--- src/sv/asnd_pkg.sv ---
// Shared widths, codes and constant tables of the alarm delay finder.
`timescale 1ns / 1ps
package asnd_pkg;

  localparam int OP_W     = 2;
  localparam int TIMER_W  = 4;
  localparam int FIELD_W  = 2;
  localparam int SLOT_W   = 3;
  localparam int ENTRY_W  = 7;
  localparam int LEN_W    = 4;
  localparam int SEC_W    = 6;
  localparam int MIN_W    = 6;
  localparam int HOUR_W   = 5;
  localparam int WDAY_W   = 3;
  localparam int NOW_W    = 6;
  localparam int DELAY_W  = 20;
  localparam int CHOSEN_W = 4;
  localparam int CFG_W    = 5;

  // Signed width of delays, field minimums and schedule totals.
  localparam int DW = 28;

  localparam logic [OP_W-1:0] OP_WRITE_ENTRY  = 2'd0;
  localparam logic [OP_W-1:0] OP_WRITE_LENGTH = 2'd1;
  localparam logic [OP_W-1:0] OP_QUERY        = 2'd2;

  localparam logic [FIELD_W-1:0] FIELD_SECOND  = 2'd0;
  localparam logic [FIELD_W-1:0] FIELD_MINUTE  = 2'd1;
  localparam logic [FIELD_W-1:0] FIELD_HOUR    = 2'd2;
  localparam logic [FIELD_W-1:0] FIELD_WEEKDAY = 2'd3;

  localparam logic [ENTRY_W-1:0] WILDCARD = 7'h7F;

  localparam logic signed [DW-1:0] NO_ALARM     = 28'sd1000000;
  localparam logic [DELAY_W-1:0]   NO_ALARM_OUT = 20'd1000000;

  // Seconds per unit of each field, and the span that a negative delay wraps by.
  localparam logic [16:0] UNIT [4] = '{17'd1, 17'd60, 17'd3600, 17'd86400};
  localparam logic [19:0] WRAP [4] = '{20'd60, 20'd3600, 20'd86400, 20'd604800};

  typedef struct packed {
    logic               clear;
    logic               valid;
    logic [FIELD_W-1:0] field;
    logic               carry;
  } asnd_eval_ctl_t;

  typedef struct packed {
    logic busy;
    logic borrow;
  } asnd_eval_sts_t;

endpackage

--- src/sv/asnd_field_eval.sv ---
// Two-stage delay evaluator that keeps the running minimum of one field list.
`timescale 1ns / 1ps
module asnd_field_eval import asnd_pkg::*; (
  input  logic                      clk,
  input  logic                      rst,
  input  asnd_eval_ctl_t            ctl,
  input  logic signed [ENTRY_W-1:0] value,
  input  logic [NOW_W-1:0]          now_val,
  output asnd_eval_sts_t            sts,
  output logic signed [DW-1:0]      best
);

  logic signed [9:0]    diff;
  logic signed [17:0]   unit_s;
  logic                 p1_valid;
  logic signed [DW-1:0] p1_prod;
  logic                 p1_wild;
  logic [FIELD_W-1:0]   p1_field;
  logic signed [DW-1:0] d;
  logic                 d_borrow;
  logic                 borrow;

  // Weekday entries count from one, so they lose one more.
  always_comb begin
    diff = 10'(value) - {4'b0, now_val} - {9'b0, ctl.carry}
           - {9'b0, ctl.field == FIELD_WEEKDAY};
    unit_s = {1'b0, UNIT[ctl.field]};
  end

  always_ff @(posedge clk) begin
    if (rst) begin
      p1_valid <= 1'b0;
    end else begin
      p1_valid <= ctl.valid;
    end
    if (ctl.valid) begin
      p1_prod  <= DW'(diff) * DW'(unit_s);
      p1_wild  <= (value == WILDCARD);
      p1_field <= ctl.field;
    end
  end

  always_comb begin
    if (p1_wild) begin
      d        = (p1_field == FIELD_SECOND) ? DW'(1) : '0;
      d_borrow = 1'b0;
    end else if (p1_prod[DW-1]) begin
      d        = p1_prod + DW'(WRAP[p1_field]);
      d_borrow = 1'b1;
    end else begin
      d        = p1_prod;
      d_borrow = 1'b0;
    end
  end

  always_ff @(posedge clk) begin
    if (rst || ctl.clear) begin
      best   <= NO_ALARM;
      borrow <= 1'b0;
    end else if (p1_valid && best > d) begin
      best   <= d;
      borrow <= d_borrow;
    end
  end

  assign sts.busy   = p1_valid;
  assign sts.borrow = borrow;

endmodule

--- config.mk ---
export PLATFORM = sky130hd
export DESIGN_NAME = asnd_field_eval
export DESIGN_NICKNAME = d
export VERILOG_FILES = /design/src/sv/asnd_pkg.sv /design/src/sv/asnd_field_eval.sv
export SDC_FILE = /design/constraint.sdc
export NUM_CORES = 1
export LEC_CHECK = 0
export ABC_AREA = 1
export ABC_CLOCK_PERIOD_IN_PS = 7900
export BUFFER_PORTS_ARGS = -buffer_cell sky130_fd_sc_hd__buf_4
export CAP_MARGIN = 15
export CORE_MARGIN = 3
export CORE_UTILIZATION = 58
export DETAILED_ROUTE_END_ITERATION = 12
export PLACE_DENSITY = 0.79
export SYNTH_ARGS = -nofsm -noshare
export SYNTH_HDL_FRONTEND = slang
export SYNTH_SLANG_ARGS = --single-unit
--- constraint.sdc ---
create_clock -name clk -period 7.9 [get_ports clk]
set_input_delay 1.185 -clock clk [delete_from_list [all_inputs] [get_ports clk]]
set_output_delay 1.185 -clock clk [all_outputs]
set_load 0.02 [all_outputs]
; ---- Word-level counts from Yosys, hierarchy flattened
; Index checks and enable logic that the tools add are counted.
[word_totals]
latch_bits = 0
out_inout_bits = 30
elab_cells = 32
romBits = 0
mem_bits_rw = 0
mem_count = 0
in_bits = 20
regBits = 61
[op_classes]
n_shift = 0
n_addsub = 4
order_cmp = 3
mux = 11
n_div = 0
mul = 1
n_reduce_logical = 3
eq_ne = 2
n_bitwise = 2
[op_table]
columns = cell, n
row1 = 28-bit 2-to-1 mux, 2
row2 = 20-bit binary-select mux with 2-bit select, 1
row3 = 20-bit 2-to-1 mux, 2
row4 = 17-bit binary-select mux with 2-bit select, 1
row5 = 17-bit 2-to-1 mux, 2
row6 = 28-bit by 20-bit adder with 28-bit output, 1
row7 = 28-bit greater-than comparator, 1
row8 = 10-bit by 18-bit multiplier with 28-bit output, 1
row9 = 9-bit by 2-bit subtractor with 10-bit output, 1
row10 = 8-bit by 2-bit subtractor with 9-bit output, 1
row11 = 7-bit by 7-bit subtractor with 8-bit output, 1
row12 = 7-bit equality test (second input constant), 1
row13 = 3-bit greater-or-equal comparator (second input constant), 2
row14 = 2-bit NOT with 3-bit output, 2
row15 = 1-bit 2-to-1 mux, 3
row16 = 2-bit equality test (second input constant), 1
row17 = 2-bit logical NOT, 1
row18 = 1-bit logical AND, 1
row19 = 1-bit logical OR, 1

; ---- Depth between registers and ports, before layout
[logic_depth]
ltp_word = 9
ltp_mapped = 35

; ---- Worst setup path before layout
; OpenSTA, ideal clock, no wires.
[synth_timing]
path_type = input-to-reg
startpoint = input port ctl[0] (netlist name)
endpoint = register p1_prod[26], data pin
path_stages = 30
path_slack_ns = 0.099
t_arrival_ns = 7.548
t_required_ns = 7.647
path_buffers = 0
path_cell_list = ha_1 -> fa_1 -> fa_1 -> fa_1 -> nand3b_1 -> nand2_1 -> a21oi_1 -> o21bai_1 -> xor2_1 -> nand2_1 -> fa_1 -> inv_1 -> fa_1 -> inv_1 -> fa_1 -> inv_1 -> fa_1 -> inv_1 -> fa_1 -> inv_1 -> ha_1 -> nand2_1 -> nor2_1 -> nand4_1 -> o21bai_1 -> nand2_1 -> nand2_1 -> nand2_1 -> nand3_1 -> nand2_1
[synth_between]
elab_chain_len = 3
[synth_rtl]
columns = element, line
row1 = start: declaration, asnd_field_eval.sv:6  ; input asnd_eval_ctl_t ctl,
row2 = 8-bit by 2-bit subtractor with 9-bit output, asnd_field_eval.sv:25  ; diff = 10'(value) - {4'b0, now_val} - {9'b0, ctl.carry}
row3 = 9-bit by 2-bit subtractor with 10-bit output, asnd_field_eval.sv:26  ; - {9'b0, ctl.field == FIELD_WEEKDAY};
row4 = 10-bit by 18-bit multiplier with 28-bit output, asnd_field_eval.sv:37  ; p1_prod <= DW'(diff) * DW'(unit_s);
row5 = end signal: assignment, asnd_field_eval.sv:37
row6 = end: declaration, asnd_field_eval.sv:16  ; logic signed [DW-1:0] p1_prod;
; Every way passes these cells.
; A chain may end at the register's enable or synchronous reset.

; ---- Worst setup path after layout
[layout_timing]
startpoint = input port ctl[0] (netlist name)
endpoint = register p1_prod[27], data pin
; Same word-level chain as after synthesis.

==> flow_results.org <==
** Run status
- The run finished with clean final reports.

** Critical path
- STA classifies the critical path startpoint as an input port.
- Data on the critical path arrives at its endpoint at ~7600 ps.
- The worst setup path is of the in -> reg kind.
- Sort of element at the end of the critical path :: flip-flop
- Biggest fanout along the worst timing path :: 4
- Data on the critical path is required at its endpoint by approximately 8000 ps.

** Layout
- Final Net Count :: around 1700
- Layout cells sized above 1 :: between 10 and 15%
- After routing the design area is approximately 11000 µm².
- Growth of design area from synthesis to finish :: 17.0%
- 0 antenna diodes ended up in the layout.
- Finished Core Util :: a little over two thirds

** Floorplanning
- The floorplan has 46 rows.
- Pin placement for this block handled 50 I/O pins.
- Initial core utilization :: roughly three fifths
- The die is about 130 µm wide.
- The die is between 100 and 150 µm tall.
- Die area :: 18200 µm²
- Core ar. :: around 16000 µm²

** Placement
- Hpwl dp :: about 18000 µm
- Quantity of I/O buffers inserted on ports :: 49
- The congestion estimate from routability-driven global placement came to between 0.9 and 1.
- Placed cell areas :: between 10000 and 15000 µm²

** STA
- Final worst path period need :: 7580 ps
- For this run, the top clock speed supported by timing is between 0.1 and 0.15 GHz.
- Clock skew on the completed layout was measured at 6.93 ps.
- For the pin with the worst max-slew slack, the measured transition is 591 ps.
- After routing, the total negative slack on setup checks comes to 0 ps.
- Post-route fraction of the period consumed by the critical path :: a little over nine tenths
- The worst pin sits at a relative slew slack of about 61%.
- Setup violations remaining at the end of the flow were counted as 0.
- The max-slew violation total from the final report was 0.
- The total count of hold-check failures in the final report is 0.
- Minimum hold slack :: between 500 and 600 ps

** Power
- Total power consumption of the routed design :: 4960 µW
- Leakage :: between 0.006 and 0.007 µW
- Peak ir drop on the vdd network :: about 0.00027 V
- In this run the power density over the cells is ~440 nW/µm².

** Yosys
- Counting flops with an async set or reset pin after synthesis yields a share of 0%.
- In the synthesized netlist the dominant register cell turns out to be sky130_fd_sc_hd__edfxtp_1.
- In this run, synthesis produced a sequential element count of 61.
- Number of flops mapped to enable cells by yosys :: 31
- Most frequent cell after synthesis :: sky130_fd_sc_hd__inv_1
- After synthesis, the largest area contributor takes up ~21% of total cell area.
- Largest cells by area after synthesis :: sky130_fd_sc_hd__ha_1, sky130_fd_sc_hd__fa_1, sky130_fd_sc_hd__inv_1
- Post-Synthesis Cell Area :: 9640 µm²
- After synthesis, the netlist uses 43 different library cells.
- Register area share after synthesis :: between 10% and 20%
- During synthesis, Yosys emitted a total of 0 warnings.
- After synthesis, the mean cell area works out to roughly 7.3 µm².
- Counting instances in the post-synthesis netlist gives the leading cell types as sky130_fd_sc_hd__inv_1, sky130_fd_sc_hd__nand2_1, sky130_fd_sc_hd__nor2_1, sky130_fd_sc_hd__ha_1, sky130_fd_sc_hd__fa_1.
- Cell taking the most area after synthesis :: sky130_fd_sc_hd__ha_1
- In the synthesized netlist, the number of instances is approximately 1300.

** Routing
- Dividing the detail-routed wire length by the instance count gives approximately 13 µm.
- Before antenna repair, the detailed router went through 5 iterations.
- Met3 layer wire length in the routed design :: 792 µm
- Met2 WL :: 11100 µm
- Vias per cell :: slightly above 5
- The highest metal layer carrying signal wires in the routed design is met4.
- After detailed routing, the number of remaining DRC violations is 0.
- ANT nets after route :: 0
- After detailed routing, the total wire length is 21900 µm.
- In this run, the number of DRC markers left after iteration 0 of detailed routing was about 390.
- The final route contains approximately 8400 vias.
- In the final routing, the length of wire on met1 measures between 9000 and 10000 µm.

** Global route
- Antenna violations before repair :: 0
- Largest net degree at the start of global routing :: 40
- Global routing used about a quarter of the available tracks.
- Vias in the first global route :: approximately 8000
- The first global-routing pass estimated approximately 37000 µm of wire.
- Summed over all layers, the global routing overflow is 0.

** CTS
- CTS buffer count :: 9
- Clock-pin slew was measured on the worst setup and hold paths at approximately 50 ps.
- After clock tree synthesis, the flow added hold-fix buffers numbering 0.
- H-tree depth :: 3
- For the worst-skew pair, the clock arrives at the later sink with an insertion delay of between 300 and 400 ps.
- The clock passes through at most 2 buffers.
- The tree built by TritonCTS fans out to 61 sinks.
- The tree is rooted in a sky130_fd_sc_hd__clkbuf_16.
- CTS tree :: yes

** Flow run
- Max-cap violations in this run came to 0.

** Hold path
- HP Class :: reg -> reg
==> worst max-delay path, cell delays in order <==
cell	delay (ps)
sky130_fd_sc_hd__buf_4	120
sky130_fd_sc_hd__ha_4	230
sky130_fd_sc_hd__fa_1	500
sky130_fd_sc_hd__fa_2	390
sky130_fd_sc_hd__fa_2	390
sky130_fd_sc_hd__nand3b_1	180
sky130_fd_sc_hd__nand2_1	100
sky130_fd_sc_hd__a21oi_1	70
sky130_fd_sc_hd__o21bai_1	170
sky130_fd_sc_hd__xor2_1	160
sky130_fd_sc_hd__buf_4	160
sky130_fd_sc_hd__nand2_2	100
sky130_fd_sc_hd__fa_2	580
sky130_fd_sc_hd__inv_1	40
sky130_fd_sc_hd__ha_1	270
sky130_fd_sc_hd__inv_1	60
sky130_fd_sc_hd__fa_1	500
sky130_fd_sc_hd__fa_1	540
sky130_fd_sc_hd__inv_1	60
sky130_fd_sc_hd__fa_1	600
sky130_fd_sc_hd__ha_4	230
sky130_fd_sc_hd__a21oi_1	180
sky130_fd_sc_hd__a21boi_0	210
sky130_fd_sc_hd__buf_4	150
sky130_fd_sc_hd__o21ai_1	120
sky130_fd_sc_hd__nand3_1	100
sky130_fd_sc_hd__nand4_1	100
sky130_fd_sc_hd__xor2_1	160
==> per-stage QoR <==
| stage | setup WS [ps] | std cells |
|---|---|---|
| 6_report | 323 | 1664 |
| 5_1_grt | -31.5 | 1664 |
| 4_1_cts | 35.5 | 1662 |
| 3_5_place_dp | -317 | 1646 |
| 3_3_place_gp | -213 | 1646 |
| 2_1_floorplan | 98.9 | 1316 |
==> cells by family (layout without fill, tap and decap cells) <==
| kind of cell | Yosys count | after routing | share of synthesized area [%] |
|---|---|---|---|
| flip-flops | 61 | 61 | 15.9 |
| other | 1 | 2 | 0.0389 |
| AO/OA/AOI/OAI | 113 | 113 | 6.95 |
| adder cells (fa/ha/maj) | 241 | 241 | 37.8 |
| buffers and inverters | 311 | 443 | 12.5 |
| AND/OR/NAND/NOR | 558 | 558 | 24.1 |
| XOR/XNOR | 30 | 30 | 2.73 |
==> where the power goes <==
part / internal (µW) / switching (µW)
combinational: 1860 / 2150
clock: 228 / 131
sequential: 525 / 69.5
total: 2610 / 2350
==> cells in the final DEF (no fill, tap or decap), types with 3 or more instances in the layout <==
master,count
sky130_fd_sc_hd__a31oi_1,5
sky130_fd_sc_hd__nor2_2,10
sky130_fd_sc_hd__ha_1,148
sky130_fd_sc_hd__clkbuf_16,9
sky130_fd_sc_hd__clkinv_1,3
sky130_fd_sc_hd__edfxtp_1,31
sky130_fd_sc_hd__nor2_1,178
sky130_fd_sc_hd__nand2_2,14
sky130_fd_sc_hd__a21oi_1,42
sky130_fd_sc_hd__xnor2_1,11
sky130_fd_sc_hd__ha_4,9
sky130_fd_sc_hd__nand4_1,22
sky130_fd_sc_hd__nand3_1,52
sky130_fd_sc_hd__o21ai_1,4
sky130_fd_sc_hd__buf_4,133
sky130_fd_sc_hd__or2_2,8
sky130_fd_sc_hd__o21bai_1,9
sky130_fd_sc_hd__a21o_1,9
sky130_fd_sc_hd__o21ai_0,21
sky130_fd_sc_hd__a21oi_2,6
sky130_fd_sc_hd__nor3_1,6
sky130_fd_sc_hd__a21boi_0,3
sky130_fd_sc_hd__xor2_1,19
sky130_fd_sc_hd__fa_1,80
sky130_fd_sc_hd__fa_2,3
sky130_fd_sc_hd__dfxtp_1,30
sky130_fd_sc_hd__nand2_1,257
sky130_fd_sc_hd__a21boi_1,3
sky130_fd_sc_hd__inv_2,3
sky130_fd_sc_hd__inv_1,288
sky130_fd_sc_hd__clkbuf_1,3
sky130_fd_sc_hd__o211ai_1,4
sky130_fd_sc_hd__nor4_1,4
==> registers in the layout, summed over array words and instances, names as in the netlist <==
name,count
borrow,1
p1_field,2
best,28
p1_wild,1
p1_prod,28
p1_valid,1
==> layer usage <==
layer	GRT usage, %	vias up
met5	0	-
met4	8.88	0
met3	2.31	49
met2	44.4	194
met1	30.0	3848
li1	-	4355
==> final timing paths <==
check / startpoint / end / slack (ps) / cells after the start
worst max-delay path: ctl[0] / p1_prod[27]$_DFFE_PP_ / 320 / 28
worst min-delay path: best[19]$_SDFFE_PP1P_ / best[19]$_SDFFE_PP1P_ / 500 / 2
worst max register to register: p1_field[1]$_DFFE_PP_ / borrow$_SDFFE_PP0P_ / 3210 / 27
worst min register to register: best[19]$_SDFFE_PP1P_ / best[19]$_SDFFE_PP1P_ / 500 / 2
==> layout make-up <==
class	count	area, µm²
clock buffer	14	264
clock inverter	2	10.0
fill	1285	4790
inverter	294	1100
multi-input combinational	944	7090
sequential	61	1530
tap	216	270
timing repair buffer	133	998
==> what timing repair did <==
action,4_1_cts,5_1_grt
endpoints found under the setup margin,0,18
gates resized for setup,0,42
setup buffers,0,2
hold endpoints to repair,0,0
Power figures use the tool's default switching activity.
